### src/hw/rtl/btint_pkg.sv
// Shared types, constants and helpers for the ball trajectory integrator.
`timescale 1ns / 1ps
package btint_pkg;

    // largest step count per advance and the width that holds it
    localparam int MAX_STEPS = 256;
    localparam int STEP_W    = $clog2(MAX_STEPS + 1);

    // iterative divider sizes: 64-bit dividend, divisor up to step_length << 16
    localparam int DIV_NW = 64;
    localparam int DIV_DW = 47;

    // accumulator width: holds a full signed 33 x 33 product
    localparam int ACC_W = 66;

    // register reset values
    localparam logic signed [31:0] START_X_RST  = -32'sd1441792;
    localparam logic        [30:0] STEP_LEN_RST = 31'd15838;
    localparam logic signed [31:0] GRAVITY_RST  = -32'sd2108293;

    localparam logic signed [ACC_W-1:0] I32_MAX_W = 66'sd2147483647;
    localparam logic signed [ACC_W-1:0] I32_MIN_W = -66'sd2147483648;

    // configuration register indexes
    typedef enum logic [2:0] {
        CFG_DRAG_LAM  = 3'd0,
        CFG_DRAG_TUR  = 3'd1,
        CFG_CRIT_SPD  = 3'd2,
        CFG_LIFT_DEC  = 3'd3,
        CFG_START_X   = 3'd4,
        CFG_STEP_LEN  = 3'd5,
        CFG_GRAVITY   = 3'd6
    } t_cfg_idx;

    // product selected for the shared multiplier
    typedef enum logic [3:0] {
        MOP_NONE, MOP_VXVX, MOP_VYVY, MOP_DRAGV, MOP_DVVX, MOP_LIFTVY, MOP_DVVY,
        MOP_LIFTVX, MOP_AXDT, MOP_AYDT, MOP_VXDT, MOP_DVXDT, MOP_VYDT, MOP_DVYDT,
        MOP_LDECDT, MOP_DXQ
    } t_mop;

    // accumulator operation applied to the shifted product
    typedef enum logic [2:0] {
        AOP_NONE, AOP_LOAD, AOP_NEG, AOP_ADD, AOP_SUBG, AOP_LDX, AOP_LDY, AOP_LDL
    } t_aop;

    // where the new accumulator value is written
    typedef enum logic [3:0] {
        DST_NONE, DST_SQ, DST_DIVQ, DST_DV, DST_AX, DST_AY, DST_DVX, DST_DVY,
        DST_NX, DST_NY, DST_NL
    } t_dest;

    // controller states
    typedef enum logic [4:0] {
        S_IDLE, S_DXQ, S_D1L, S_D1W, S_CNT, S_D2L, S_D2W, S_DT,
        S_M1, S_M2, S_SQL, S_SQW, S_M3, S_N3, S_M4, S_M5, S_M6, S_M7, S_M8,
        S_M9, S_M10, S_M11, S_M12, S_M13, S_M14, S_DRN, S_COM, S_FIN
    } t_state;

    typedef struct packed {
        logic  ld_start;
        logic  ld_adv;
        t_mop  mop;
        t_aop  aop;
        t_dest dest;
        logic  go_cnt;
        logic  go_dt;
        logic  commit;
        logic  out_load;
    } t_cmd;

    typedef struct packed {
        logic sq_busy;
        logic div_busy;
        logic last_step;
        logic out_free;
    } t_stat;

    function automatic logic signed [ACC_W-1:0] ext66(input logic signed [31:0] v);
        return {{(ACC_W-32){v[31]}}, v};
    endfunction

    function automatic logic signed [31:0] sat32(input logic signed [ACC_W-1:0] v);
        if (v > I32_MAX_W) return 32'sh7FFFFFFF;
        if (v < I32_MIN_W) return 32'sh80000000;
        return v[31:0];
    endfunction

endpackage

### src/hw/rtl/btint_ctrl.sv
// Sequencer for the integrator: issues datapath commands per state.
`timescale 1ns / 1ps
module btint_ctrl import btint_pkg::*; (
    input  logic  i_clk,
    input  logic  i_rst_n,
    input  logic  i_in_valid,
    input  logic  i_operation,
    output logic  o_in_stall,
    input  t_stat i_stat,
    output t_cmd  o_cmd
);

    t_state r_state, n_state;
    logic   take;

    assign take = i_in_valid && (r_state == S_IDLE);

    always_ff @(posedge i_clk) begin
        if (!i_rst_n) r_state <= S_IDLE;
        else          r_state <= n_state;
    end

    // next state
    always_comb begin
        n_state = r_state;
        unique case (r_state)
            S_IDLE: if (take && i_operation) n_state = S_DXQ;
            S_DXQ:  n_state = S_D1L;
            S_D1L:  n_state = S_D1W;
            S_D1W:  if (!i_stat.div_busy) n_state = S_CNT;
            S_CNT:  n_state = S_D2L;
            S_D2L:  n_state = S_D2W;
            S_D2W:  if (!i_stat.div_busy) n_state = S_DT;
            S_DT:   n_state = S_M1;
            S_M1:   n_state = S_M2;
            S_M2:   n_state = S_SQL;
            S_SQL:  n_state = S_SQW;
            S_SQW:  if (!i_stat.sq_busy) n_state = S_M3;
            S_M3:   n_state = S_N3;
            S_N3:   n_state = S_M4;
            S_M4:   n_state = S_M5;
            S_M5:   n_state = S_M6;
            S_M6:   n_state = S_M7;
            S_M7:   n_state = S_M8;
            S_M8:   n_state = S_M9;
            S_M9:   n_state = S_M10;
            S_M10:  n_state = S_M11;
            S_M11:  n_state = S_M12;
            S_M12:  n_state = S_M13;
            S_M13:  n_state = S_M14;
            S_M14:  n_state = S_DRN;
            S_DRN:  n_state = S_COM;
            S_COM:  n_state = i_stat.last_step ? S_FIN : S_M1;
            S_FIN:  if (i_stat.out_free) n_state = S_IDLE;
            default: n_state = S_IDLE;
        endcase
    end

    // command outputs
    always_comb begin
        o_cmd          = '0;
        o_cmd.mop      = MOP_NONE;
        o_cmd.aop      = AOP_NONE;
        o_cmd.dest     = DST_NONE;
        o_cmd.ld_start = take && !i_operation;
        o_cmd.ld_adv   = take && i_operation;
        unique case (r_state)
            S_DXQ: begin o_cmd.mop = MOP_DXQ;    o_cmd.aop = AOP_LOAD; o_cmd.dest = DST_DIVQ; end
            S_CNT: o_cmd.go_cnt = 1'b1;
            S_DT:  o_cmd.go_dt = 1'b1;
            S_M1:  begin o_cmd.mop = MOP_VXVX;   o_cmd.aop = AOP_LOAD; end
            S_M2:  begin o_cmd.mop = MOP_VYVY;   o_cmd.aop = AOP_ADD;  o_cmd.dest = DST_SQ;  end
            S_M3:  begin o_cmd.mop = MOP_DRAGV;  o_cmd.aop = AOP_LOAD; o_cmd.dest = DST_DV;  end
            S_M4:  begin o_cmd.mop = MOP_DVVX;   o_cmd.aop = AOP_NEG;  end
            S_M5:  begin o_cmd.mop = MOP_LIFTVY; o_cmd.aop = AOP_ADD;  o_cmd.dest = DST_AX;  end
            S_M6:  begin o_cmd.mop = MOP_DVVY;   o_cmd.aop = AOP_NEG;  end
            S_M7:  begin o_cmd.mop = MOP_LIFTVX; o_cmd.aop = AOP_SUBG; o_cmd.dest = DST_AY;  end
            S_M8:  begin o_cmd.mop = MOP_AXDT;   o_cmd.aop = AOP_LOAD; o_cmd.dest = DST_DVX; end
            S_M9:  begin o_cmd.mop = MOP_AYDT;   o_cmd.aop = AOP_LOAD; o_cmd.dest = DST_DVY; end
            S_M10: begin o_cmd.mop = MOP_VXDT;   o_cmd.aop = AOP_LDX;  end
            S_M11: begin o_cmd.mop = MOP_DVXDT;  o_cmd.aop = AOP_ADD;  o_cmd.dest = DST_NX;  end
            S_M12: begin o_cmd.mop = MOP_VYDT;   o_cmd.aop = AOP_LDY;  end
            S_M13: begin o_cmd.mop = MOP_DVYDT;  o_cmd.aop = AOP_ADD;  o_cmd.dest = DST_NY;  end
            S_M14: begin o_cmd.mop = MOP_LDECDT; o_cmd.aop = AOP_LDL;  o_cmd.dest = DST_NL;  end
            S_COM: o_cmd.commit = 1'b1;
            S_FIN: o_cmd.out_load = i_stat.out_free;
            default: ;
        endcase
    end

    assign o_in_stall = (r_state != S_IDLE);

endmodule

### config.mk
export PLATFORM = sky130hd
export DESIGN_NAME = btint_ctrl
export DESIGN_NICKNAME = d
export VERILOG_FILES = /design/src/hw/rtl/btint_pkg.sv /design/src/hw/rtl/btint_ctrl.sv
export SDC_FILE = /design/constraint.sdc
export NUM_CORES = 1
export LEC_CHECK = 0
export ABC_AREA = 0
export BUFFER_PORTS_ARGS = -buffer_cell sky130_fd_sc_hd__buf_2
export CAP_MARGIN = 0
export CORE_UTILIZATION = 50
export CTS_BUF_LIST = sky130_fd_sc_hd__clkbuf_4
export DETAILED_ROUTE_END_ITERATION = 10
export PLACE_DENSITY = 0.79
export SLEW_MARGIN = 20
export SYNTH_ARGS = -nofsm -noshare
export SYNTH_HDL_FRONTEND = slang
export SYNTH_SLANG_ARGS = --single-unit
export TNS_END_PERCENT = 10
### constraint.sdc
create_clock -name i_clk -period 4.45 [get_ports i_clk]
set_input_delay 1.1125 -clock i_clk [delete_from_list [all_inputs] [get_ports i_clk]]
set_output_delay 1.1125 -clock i_clk [all_outputs]
set_load 0.02 [all_outputs]
# Word-level counts from Yosys, hierarchy flattened

Index checks and enable logic that the tools add are counted.

Bits of input ports: 8
Output and inout bits: 18
Flip-flop bits (word level): 5

Muxes and demuxes: 13
Equal/unequal tests: 32
Reduce and logical (&&, ||, !) cells: 7

Operators by type and width:

| operator             | count |
|---|---|
| $pmux W5 S28         | 1 |
| $pmux W7 S15         | 1 |
| $eq A5 B5 Y1 const B | 12 |
| $eq A5 B4 Y1 const B | 8 |
| $pmux W4 S10         | 1 |
| $mux W5              | 6 |
| $eq A5 B3 Y1 const B | 4 |
| $eq A5 B2 Y1 const B | 2 |
| $ne A2 B2 Y1 const B | 5 |
| $eq A5 B1 Y1 const B | 1 |
| $logic_not A5 Y1     | 1 |
| $reduce_and A5 Y1    | 1 |
| $reduce_bool A5 Y1   | 1 |
| $mux W1              | 4 |
| $logic_and A1 B1 Y1  | 3 |
| $logic_not A1 Y1     | 1 |

# Logic depth before layout (Yosys ltp)

Word-level depth: 5
Mapped depth: 6

# Worst setup path before layout

Ideal clock, no wire load.

Path type: input -> output
From: input port i_stat[0] (netlist bit)
To: output port o_cmd[0] (netlist bit)
Buffers on the path: 0
Path slack: 1.719 ns
Arrival time: 1.619 ns
Data required time: 3.338 ns
Stages on the path: 2
Cell sequence: nand2_1 -> nor3_1

RTL lines:

| item            | RTL line         | text |
|---|---|---|
| start, declared | btint_ctrl.sv:9  | `input t_stat i_stat,` |
| end, declared   | btint_ctrl.sv:10 | `output t_cmd o_cmd` |

==> results.py <==
metrics = {
    "cts": {
        "clk-insertion-delay-late_ns": 0.24,
        "clk_pin_slew_ns": 0.04,
        "cts_hold_buf": 0,
        "post_cts_resized": 0,
        "cts.sinks": 5,
        "cts_setup_buffers": 0,
        "cts_tree": "done",
        "cts-root-buf": "clkbuf_4",
        "clk_path_buf_depth": 2,
        "cts_inserted_buffers": 3,
        "htreeDepth": 1,
    },
    "route": {
        "vias_per_cell": 5.85,
        "dr.pass1.iters": 4,
        "route.detailed.wl_per_inst_um": 12.3,
        "vias": 889,
        "drtIter0Drc": 19,
        "finalWirelength_um": 1860,
        "drcViolationCount": 0,
        "antenna_left": 0,
    },
    "sta": {
        "hold_viol": 0,
        "setup_viol_count_final": 0,
        "period_needed_ns": 3.13,
        "finalCritPeriodShare_pct": 70.4,
        "timing.setup.tns_ns": 0,
        "rsz0062_at_grt": "no",
        "fin_skew_ns": 0.00204,
        "relSlewSlack_pct": 44.0,
        "slew_violations": 0,
        "worstMarginPinSlew_ns": 0.839,
        "fmax_mhz": 319,
    },
    "placed_design": {
        "hpwl_um": 1300,
        "place_congestion": 0.867,
        "dpl.cell_count": 148,
        "portBuffers": 25,
    },
    "worst_setup_path": {
        "end_kind": "output pin",
        "cp_top_family": "flip-flops",
        "slowest_stage": "dfxtp_1",
        "r2r-start": "r_state[2]",
        "critPathLaunchType": "flop",
        "arrival_ns": 2.02,
        "startpoint": "r_state[0]",
        "path_cells": "nor2b_1, a21oi_1, a211o_1, nand2_1, buf_2",
        "critPathKind": "reg -> out",
        "max_stage_delay_ns": 0.77,
        "crit_buf_inv": 1,
        "critPathMaxFanout": 21,
        "crit_required_ns": 3.34,
        "rrSetupSlack_ns": 2.35,
    },
    "synthesis": {
        "synth_edf_count": 0,
        "avgSynthCellArea_um2": 6.56,
        "yosys.area.top_type": "dfxtp_1",
        "synth-seq-cells": 5,
        "ys.flop_type": "dfxtp_1",
        "synth_top_area_share_pct": 12.8,
        "synthCells": 119,
        "synth_area_leaders": "dfxtp_1 13%, nand2_1 9.1%, nor2b_1 8.0%, nor2_1 6.3%, a21oi_1 5.8%",
        "synth_cell_types": 43,
        "synth_seq_area_share_pct": 12.8,
        "syn-num-nets": 127,
        "synth_warnings": 0,
        "synthArstFlopShare_pct": 0,
        "syn-cell-area_um2": 781,
    },
    "layout": {
        "largest_register_ffs": 5,
        "syn_to_final_growth_pct": 13.6,
        "top_register": "r_state",
        "layout-drive-gt1-share_pct": 24.8,
        "layout.nets": 146,
        "final_cell_mix": "25 x buf_2, 19 x nand2_1, 13 x nor2_1",
        "final_common_cell": "buf_2",
        "stdcell_count": 152,
        "reg_top3": "r_state (5)",
        "antenna_cells": 0,
    },
    "die": {
        "core_area_mm2": 0.00138,
        "die_area_mm2": 0.00172,
        "start_util_pct": 56.5,
        "rows": 13,
        "die_h_um": 41.5,
        "num_io_pins": 26,
        "chipWidth_um": 41.5,
    },
    "power_and_ir_drop": {
        "irDropWorstVdd_mv": 0.241,
        "leakage_nw": 0.415,
        "power.density_mw_per_mm2": 437,
    },
    "global_routing": {
        "grt_pass1_vias": 729,
        "grt_start_max_net_pins": 27,
        "groute.usage.overall_pct": 21.7,
        "grt-ovfl-total": 0,
        "grt_pass1_wl_um": 3110,
        "antenna_found_initial": 0,
    },
    "worst_hold_path": {
        "hold_path_class": "reg -> reg",
        "min-delay-start": "r_state[0]",
    },
    "status": {
        "outcome": "completed",
    },
    "run": {
        "cap_violations": 0,
    },
}
[cell usage after synthesis (2+ instances only)]
library cell,instances
nor3_1,5
buf_6,3
and3_1,2
and3b_1,2
buf_2,3
nor2_1,13
clkbuf_1,2
inv_1,3
dfxtp_1,5
nor2b_1,10
nand2b_1,5
nand2_1,19
o21bai_1,2
buf_1,3
o21ai_0,6
a21oi_1,9
[path summary, 6_finish.rpt]
check	end	depth (start not counted)
max	o_cmd[5]	5
min reg2reg	r_state[0]	2
max reg2reg	r_state[0]	5
min	r_state[0]	2
[logic make-up (layout without fill, tap and decap cells)]
logic type,Yosys count,in the layout,share of synthesized area (%)
DFF,5,5,12.8
adders and majority gates,1,1,1.28
xor gates and xnor gates,2,2,3.21
muxes,1,1,1.28
and+or+nand+nor,63,63,41.3
buffers and inverters,14,32,10.1
AOI/OAI and AO/OA,33,33,30.0
[metal layers]
layer  vias up  track usage (%)  wire length [µm]
li1        458                -                 -
met1       397             28.8               891
met2        32             34.7               862
met3         2             4.78               102
met4         0             7.10                 8
met5         -                0                 0
[final cells by class]
cell class	count	area (µm²)
multi-input cells	100	602
flip-flops and latches	5	100
inverters	3	11.3
clock buffers	4	30.0
well taps	15	18.8
repair buffers	25	125
fillers	131	495
[stage by stage]
stage               setup WS, ns  total power [mW]  area [µm²]  hold WS, ns  utilization, %
floorplan                   1.72             0.279         781        0.656               -
finish                      1.32             0.387         887        0.807            64.2
CTS                         1.35             0.386         887        0.796            64.2
detailed placement          1.61             0.326         857        0.790            62.0
global route                1.19             0.422         887        0.861            64.2
global placement            1.65             0.323         857        0.758            62.0
[tightest hold or removal path, stage by stage, from the launching register on]
cell and delay, ns:
dfxtp_1 0.53, nand2_1 0.18, a21oi_2 0.05
[power breakdown]
group	switching (mW)	internal [mW]
combinational	0.141	0.0956
sequential	0.0386	0.0522
clock	0.0201	0.0401
Note: power is estimated with default switching activity, not from simulation.
